[config.mk]
export PLATFORM = sky130hd
export DESIGN_NAME = tctf_cordic_cell
export DESIGN_NICKNAME = d
export VERILOG_FILES = /design/src/rtl/tctf_pkg.sv /design/src/rtl/tctf_cordic_cell.sv
export SDC_FILE = /design/constraint.sdc
export NUM_CORES = 1
export LEC_CHECK = 0
export BUFFER_PORTS_ARGS = -buffer_cell sky130_fd_sc_hd__buf_2
export CAP_MARGIN = 20
export CORE_MARGIN = 8
export CORE_UTILIZATION = 50
export CTS_CLUSTER_SIZE = 40
export DETAILED_ROUTE_END_ITERATION = 8
export HOLD_SLACK_MARGIN = 0.08
export PLACE_DENSITY = 0.78
export SYNTH_ARGS = -nofsm -noshare
export SYNTH_HDL_FRONTEND = slang
export SYNTH_SLANG_ARGS = --single-unit
[constraint.sdc]
create_clock -name i_clk -period 2.3 [get_ports i_clk]
set_clock_uncertainty 0.05 [all_clocks]
set_input_delay 0 -clock i_clk [delete_from_list [all_inputs] [get_ports i_clk]]
set_output_delay 0 -clock i_clk [all_outputs]
set_load 0.02 [all_outputs]
[src/rtl/tctf_pkg.sv]
// ----------------------------------------------------------------------------
// tctf_pkg - shared types and constants of the complementary tilt filter
// Field widths, CORDIC word formats, the arctangent table and the
// configuration register indexes.
// ----------------------------------------------------------------------------
`default_nettype none

package tctf_pkg;

    localparam int IN_W     = 16;   // raw IMU sample
    localparam int XY_W     = 35;   // CORDIC x/y: sample * 2^16 plus gain headroom
    localparam int Z_W      = 25;   // CORDIC angle, 1/65536 degree
    localparam int ANG_W    = 17;   // accel angle, 1/256 degree
    localparam int SUM_W    = 19;   // accel angle before the wrap
    localparam int TILT_W   = 22;   // filtered angle, 1/256 degree
    localparam int ALPHA_W  = 16;
    localparam int SCALE_W  = 24;
    localparam int CFG_IDX_W  = 2;
    localparam int CFG_DATA_W = 24;

    localparam int CORDIC_MAX = 24;  // length of the arctangent table
    localparam int ATAN_W     = 22;

    // atan(2^-i) in 1/65536 degree
    localparam logic [ATAN_W-1:0] ATAN_TAB [CORDIC_MAX] = '{
        22'd2949120, 22'd1740967, 22'd919879, 22'd466945,
        22'd234379,  22'd117304,  22'd58666,  22'd29335,
        22'd14668,   22'd7334,    22'd3667,   22'd1833,
        22'd917,     22'd458,     22'd229,    22'd115,
        22'd57,      22'd29,      22'd14,     22'd7,
        22'd4,       22'd2,       22'd1,      22'd0
    };

    typedef enum logic [CFG_IDX_W-1:0] {
        REG_FILTER_WEIGHT = 2'd0,
        REG_GYRO_SCALE    = 2'd1,
        REG_ACC_X_OFFSET  = 2'd2,
        REG_ACC_Y_OFFSET  = 2'd3
    } t_cfg_idx;

    // one vector on its way through the CORDIC cell row
    typedef struct packed {
        logic                   zero;   // atan2(0,0): result forced to 0
        logic signed [XY_W-1:0] x;
        logic signed [XY_W-1:0] y;
        logic signed [Z_W-1:0]  z;
    } t_cordic_vec;

    // control from the sequencer to a filter lane
    typedef struct packed {
        logic start;    // operands valid, begin a filter pass
        logic commit;   // result taken, store it as the new angle
    } t_filt_ctrl;

endpackage

`default_nettype wire

[src/rtl/tctf_cordic_cell.sv]
// ----------------------------------------------------------------------------
// tctf_cordic_cell - one vectoring CORDIC iteration
// Rotates the incoming vector toward y = 0 by atan(2^-STEP) and registers
// the result for the next cell of the row.
// ----------------------------------------------------------------------------
`default_nettype none

module tctf_cordic_cell
    import tctf_pkg::*;
#(
    parameter int STEP = 0
) (
    input  wire logic        i_clk,
    input  wire logic        i_rst_n,
    input  wire logic        i_valid,
    input  wire t_cordic_vec i_vec,
    output logic             o_valid,
    output t_cordic_vec      o_vec
);

    logic signed [XY_W-1:0] w_xs;
    logic signed [XY_W-1:0] w_ys;
    logic signed [Z_W-1:0]  w_atan;
    t_cordic_vec            n_vec;
    logic                   r_valid;
    t_cordic_vec            r_vec;

    assign w_xs   = $signed(i_vec.x) >>> STEP;
    assign w_ys   = $signed(i_vec.y) >>> STEP;
    assign w_atan = $signed({{(Z_W-ATAN_W){1'b0}}, ATAN_TAB[STEP]});

    always_comb begin
        n_vec      = i_vec;
        if (!i_vec.y[XY_W-1]) begin
            n_vec.x = i_vec.x + w_ys;
            n_vec.y = i_vec.y - w_xs;
            n_vec.z = i_vec.z + w_atan;
        end else begin
            n_vec.x = i_vec.x - w_ys;
            n_vec.y = i_vec.y + w_xs;
            n_vec.z = i_vec.z - w_atan;
        end
    end

    always_ff @(posedge i_clk) begin
        if (!i_rst_n) begin
            r_valid <= 1'b0;
        end else begin
            r_valid <= i_valid;
        end
    end

    always_ff @(posedge i_clk) begin
        r_vec <= n_vec;
    end

    assign o_valid = r_valid;
    assign o_vec   = r_vec;

endmodule

`default_nettype wire

======== Yosys cells after proc, flatten, opt, wreduce, memory -nomap -nowiden ========
Index checks and enable logic that the tools add are counted.
word-level totals
  word-level logic and storage cells ...... 11
  bits in registers ....................... 97
  input port bits ......................... 99
  output and inout bits ................... 97
cells by class
  multiplexer cells ....................... 1
  $add $sub $neg .......................... 5
operators with widths
  operator                count
  $mux 95                 1
  $sub 35x35->35          2
  $add 35x35->35          1
  $add 25x23->25 const B  1
  $sub 25x23->25 const B  1

======== Depth between registers and ports, before layout ========
Gate-level depths: netlist of the first run.
  depth after elaboration ................. 2
  mapped depth ............................ 12
  depth with buffers taken out ............ 11

======== Worst setup path before layout of the first run ========
Ideal clock, no wire load.
  path kind ............................... input -> register
  start point ............................. input i_vec[34] in the netlist's numbering
  end point ............................... register r_vec (netlist bit o_vec[46])
  setup time .............................. 132 ps
  arrival ................................. 2135 ps
  path slack .............................. -17 ps
  stages on the path ...................... 11
  data required time ...................... 2118 ps
  path through ............................ inv_1 -> ha_1 -> buf_2 -> or3_1 -> o21ai_0 -> nor3_1 -> or3b_1 -> a21o_1 -> a2111oi_2 -> a21oi_1 -> xor2_1
RTL lines
  item                  line                    source
  from (decl)           tctf_cordic_cell.sv:16  input wire t_cordic_vec i_vec,
  to (signal assigned)  tctf_cordic_cell.sv:54  r_vec <= n_vec;
  to (decl)             tctf_cordic_cell.sv:26  t_cordic_vec r_vec;

==> results of run 1 <==
==> area by class of cell <==
class                           instances  area share, %
Clock inverter                          7         0.7631
Sequential cell                        96          15.22
Clock buffer                            9          1.784
Inverter                              119          3.538
Tap cell                              225          2.230
Timing Repair Buffer                  495          26.42
Multi-Input combinational cell        845          50.04
==> final timing paths <==
path | startpoint | to | slack (ns) | depth (start not counted)
worst max-delay path | i_vec[18] | o_vec[23] | -0.09 | 10
worst min-delay path | i_vec[93] | o_vec[58] | 0.11 | 3
==> where the power goes <==
group	total, µW	internal, µW	switching, µW
clock network	1690	882	803
registers	2100	2000	102
logic	3630	1550	2090
total	7420	4430	2990
==> cells by family (layout without fill, tap and decap cells) <==
family,count (synthesis),count (layout),synth area share [%]
and+or+nand+nor,291,291,16.58
AOI/OAI and AO/OA,356,356,27.65
adders and majority gates,115,115,17.12
buffers and inverters,167,630,7.613
DFF,96,96,22.40
xor gates and xnor gates,72,72,7.350
muxes,11,11,1.283
==> sequential cells by signal, summed over array words and instances, names as in the netlist <==
name     count
o_valid      1
o_vec       95
==> per-layer routing <==
layer | routed length [µm] | track usage, % | vias to the layer above
met2 | 16330 | 51.57 | 567
met5 | 0 | 0 | -
met3 | 2444 | 4.768 | 123
met4 | 1436 | 13.62 | 0
met1 | 13300 | 34.28 | 4715
li1 | - | - | 4826
==> worst max-delay path, delay by kind of cell <==
kind	cells	cell delay, ns
AO/OA/AOI/OAI	5	0.92
adder cells (fa/ha/maj)	1	0.34
buffers and inverters	3	1.23
XOR/XNOR	1	0.15
==> through the flow <==
step	util (%)	power, µW	setup TNS, ns
final	74.02	7423	-0.08512
after global routing	74.02	7765	-0.1944
after CTS	72.19	7235	0
after detailed placement	68.14	5491	-13.44
after global placement	68.14	5434	-10.92
after floorplan	-	4002	0
==> placed cells by master (no fill, tap or decap), types with 13 or more instances in the layout <==
master	instances
dfxtp_1	96
nand3_1	26
nand2b_1	13
xnor2_1	58
buf_4	265
nand2_1	61
ha_1	103
nor2_1	84
buf_2	195
a21o_1	27
inv_1	114
dlygate4sd3_1	33
o31ai_1	14
xor2_1	13
o21ai_0	52
nor3_1	27
o21bai_1	17
a21oi_1	104
==> what timing repair did <==
| item | 4_1_cts | 5_1_grt |
|---|---|---|
| hold buffers | 33 | 0 |
| pin swaps | 3 | 24 |
| gates resized for setup | 5 | 62 |
| hold endpoints to repair | 33 | 0 |
| setup endpoints to repair | 16 | 33 |
| buffers inserted | 2 | 3 |
==> results.json, run 1 <==
{
  "fin_crit_sh_pct": 103.7,
  "avgSynthCellArea_um2": 7.743,
  "drive_above_1_share_pct": 34.63,
  "placed_area_mm2": 0.01162,
  "io_pins": 196,
  "ys_ff_latch": 96,
  "synthTopCellsByCount": "inv_1 (117), a21oi_1 (116), ha_1 (111), dfxtp_1 (96), nor2_1 (85)",
  "slew_violations": 0,
  "worstPathCellList": "dlygate4sd3_1, buf_2, ha_1, a21oi_2, o21ai_0, a21oi_2, o21bai_1, a21oi_1, xnor2_1, dlygate4sd3_1",
  "ant_nets": 0,
  "critPathMaxStageDelay_ns": 0.57,
  "synthTopCellsByArea": "dfxtp_1 (22%), ha_1 (16%), a21oi_1 (6.8%)",
  "grtUsageTotal_pct": 29.35,
  "peakVddDrop_v": 0.0004382,
  "drtPass1Iterations": 5,
  "synth_cells": 1108,
  "worst_pin_slew_ns": 0.8182,
  "max_slew_margin_pct": 45.45,
  "setup_viol": 1,
  "cts_buffer_depth": 2,
  "cts_made_buffers": 9,
  "cp-end-kind": "register",
  "async_flop_share_pct": 0,
  "synth_edf_count": 0,
  "cts.reportedPaths.clkPinSlew_ns": 0.07,
  "status": "finished, violations left",
  "failed_checks": "negative setup slack",
  "seqCellArea_mm2": 0.001922,
  "overflow": 0,
  "nets": 1780,
  "crit_type": "input pin to register",
  "dieArea_mm2": 0.02161,
  "start_kind": "input pin",
  "crit_slowest_cell": "dlygate4sd3_1",
  "root_buffer": "clkbuf_16",
  "rsz0062_at_grt": "yes",
  "insertedDiodeCount": 0,
  "nFillCells": 1322,
  "route.detailed.drc": 0,
  "fin_crit_ns": 2.385,
  "worst-path-max-fanout": 3,
  "grt_pass1_wl_um": 52170,
  "cap_violations": 0,
  "cts_sinks": 96,
  "required_ns": 2.55,
  "wire_per_inst_um": 18.66,
  "synth_area_mm2": 0.008579,
  "synthesis.nets": 1322,
  "finalHoldViolCount": 0,
  "placementRows": 48,
  "routed_via_density": 5.697,
  "p_per_area_mw_per_mm2": 587.9,
  "crit_arrival_ns": 2.64,
  "grt_pass1_vias": 10260,
  "start_util_pct": 50.30,
  "seq_area_frac_synth_pct": 22.40,
  "first_iter_violations": 893,
  "numPortBuffers": 195,
  "drt-total-wl_um": 33510,
  "dp_slack_ns": -0.5260,
  "design_area_mm2": 0.01263,
  "cts.htree.levels": 3,
  "gp_congestion": 1.015,
  "multi_input_area_mm2": 0.006319,
  "antenna_found_initial": 0,
  "coreArea_mm2": 0.01706,
  "fin_ws_ns": -0.08512,
  "die_x_um": 147.0,
  "cts_tree": "yes",
  "yosysMostFrequentCell": "inv_1",
  "fmax_mhz": 419.3,
  "synthDistinctLibCells": 79,
  "area_delta_synth_final_pct": 47.16,
  "hp-class": "input pin to register",
  "synth_top_cell_by_area": "dfxtp_1",
  "yosysWarnings": 0,
  "dp_cells": 1742,
  "vias": 10230,
  "ys.flop_type": "dfxtp_1",
  "yosysTopAreaCellShare_pct": 22.40,
  "hpwl_um": 25860,
  "leakage_uw": 0.006312,
  "die_h_um": 147.0,
  "instances_no_fill": 1796,
  "grt_max_degree": 69,
  "timing.hold.ws_ns": 0.1051
}
Note: power is estimated with default switching activity, not from simulation.
==> run 2, diff against run 1 <==
Settings changed: CAP_MARGIN 20 to unset, CORE_UTILIZATION 50 to 42, PLACE_DENSITY 0.78 to 0.67.
==> run 2 against run 1 <==
Against the previous run: the flow now finishes without violations; critical path depth grew 2; global-route usage fell by 5.2 points; via count decreased by 3.9%; cell count is 2.2% higher; first-iteration DRC count shrank 18%; design area shrank 1.2%; worst hold slack worse by 0.0016 ns; clock power about the same; die area increased by 17%; critical path type unchanged.
==> results.json, run 2 (synthesized netlist as in run 1, its figures left out) <==
{
  "slew_violations": 0,
  "fin_ws_ns": 0.05672,
  "overflow": 0,
  "drt-total-wl_um": 32090,
  "nFillCells": 1850,
  "rsz0062_at_grt": "yes",
  "tns_ns": 0,
  "cts_tree": "yes",
  "p_per_area_mw_per_mm2": 584.2,
  "setup_viol": 0,
  "crit_family": "compound AO/OA/AOI/OAI gates",
  "multi_input_area_mm2": 0.006173,
  "coreArea_mm2": 0.02017,
  "largest_reg_flops": 95,
  "critPathMaxStageDelay_ns": 0.38,
  "route.detailed.drc": 0,
  "cts_made_buffers": 9,
  "start_kind": "input pin",
  "cts.reportedPaths.clkPinSlew_ns": 0.08,
  "cp-end-kind": "register",
  "crit_slowest_cell": "fa_1",
  "gp_congestion": 0.9593,
  "peakVddDrop_v": 0.0003813,
  "worst-path-max-fanout": 4,
  "drtPass1Iterations": 5,
  "grt_max_degree": 56,
  "whs_endpoint": "o_vec[76]",
  "hp-class": "input pin to register",
  "crit_type": "input pin to register",
  "grt_pass1_wl_um": 50600,
  "routed_via_density": 5.360,
  "final_common_cell": "buf_4",
  "root_buffer": "clkbuf_16",
  "drive_above_1_share_pct": 33.10,
  "grtUsageTotal_pct": 24.15,
  "wire_per_inst_um": 17.49,
  "vias": 9835,
  "status": "complete, no violations",
  "cts_buffer_depth": 2,
  "final_cell_mix": "buf_4 (257), buf_2 (195), inv_1 (117)",
  "io_pins": 196,
  "die_x_um": 158.9,
  "ant_nets": 0,
  "numPortBuffers": 195,
  "path_buf_inv": 2,
  "placementRows": 52,
  "start_util_pct": 42.54,
  "first_iter_violations": 736,
  "leakage_uw": 0.006238,
  "max_slew_margin_pct": 57.36,
  "grt_pass1_vias": 9964,
  "hp-start": "i_vec[76]",
  "required_ns": 2.53,
  "insertedDiodeCount": 0,
  "nets": 1774,
  "finalHoldViolCount": 0,
  "holdPathStages": 3,
  "antenna_found_initial": 0,
  "dieArea_mm2": 0.02526,
  "fin_crit_ns": 2.243,
  "die_h_um": 158.9,
  "cap_violations": 0,
  "seqCellArea_mm2": 0.001922,
  "worstPathCellList": "buf_2, ha_1, inv_1, fa_1, o21ba_2, o311ai_4, a2111o_1, nand3_1, a21oi_2, o21bai_2, a31oi_1, xnor2_1",
  "dp_slack_ns": -0.5300,
  "area_delta_synth_final_pct": 45.44,
  "crit_arrival_ns": 2.47,
  "cts_sinks": 96,
  "fin_crit_sh_pct": 97.53,
  "worst_pin_slew_ns": 0.6396,
  "hpwl_um": 25970,
  "fmax_mhz": 445.8,
  "cts.htree.levels": 3
}
-- run 2: cell type report --
| type | instances | area share (%) |
|---|---|---|
| Multi-Input combinational cell | 845 | 49.47 |
| Timing Repair Buffer | 489 | 26.25 |
| Sequential cell | 96 | 15.40 |
| Inverter | 119 | 3.580 |
| Tap cell | 270 | 2.707 |
| Clock buffer | 9 | 1.805 |
| Clock inverter | 7 | 0.7821 |
-- run 2: where the power goes --
group          internal (µW)  switching [µW]
Combinational           1500            2030
Sequential              2000            86.1
Clock                    884             790
-- run 2: worst max path at each step --
stage | startpoint | to | slack (ns) | cells after the start
6_report | i_vec[25] | o_vec[57] | 0.06 | 12
5_1_grt | i_vec[25] | o_vec[57] | -0.05 | 12
4_1_cts | i_vec[34] | o_vec[52] | 0.02 | 12
3_5_place_dp | i_vec[25] | o_vec[59] | -0.53 | 12
3_3_place_gp | i_vec[25] | o_vec[57] | -0.46 | 12
2_1_floorplan | i_vec[34] | o_vec[46] | 0.01 | 11
-- run 2: metal layers --
layer / up-vias / share of wire (%) / GRT usage (%)
met2: 389 / 47 / 40.64
met1: 4569 / 44 / 29.73
met3: 69 / 6.0 / 5.196
li1: 4808 / - / -
met4: 0 / 2.9 / 9.005
met5: - / 0 / 0
-- run 2: worst min-delay path, stage by stage --
cell and delay, ns:
buf_2 0.09, ha_1 0.26, xnor2_1 0.12
-- run 2: timing repair --
action | in CTS | in global routing
setup buffers | 1 | 0
endpoints found under the hold margin | 33 | 0
pin swaps | 1 | 11
hold buffers | 37 | 0
gates resized for setup | 3 | 37
gates cloned | 0 | 0
endpoints found under the setup margin | 11 | 32
-- run 2: stage by stage --
stage / utilization [%] / total power [µW] / hold slack (ns) / cell area (µm²) / instances
3_3_place_gp: 57.56 / 5447 / 0.05201 / 11610 / 1781
2_1_floorplan: - / 4002 / -0.02228 / 8582 / 1108
3_5_place_dp: 57.56 / 5472 / 0.05361 / 11610 / 1781
5_1_grt: 61.87 / 7674 / 0.1416 / 12480 / 1835
6_report: 61.87 / 7290 / 0.1035 / 12480 / 1835
4_1_cts: 61.12 / 7249 / 0.09615 / 12330 / 1835
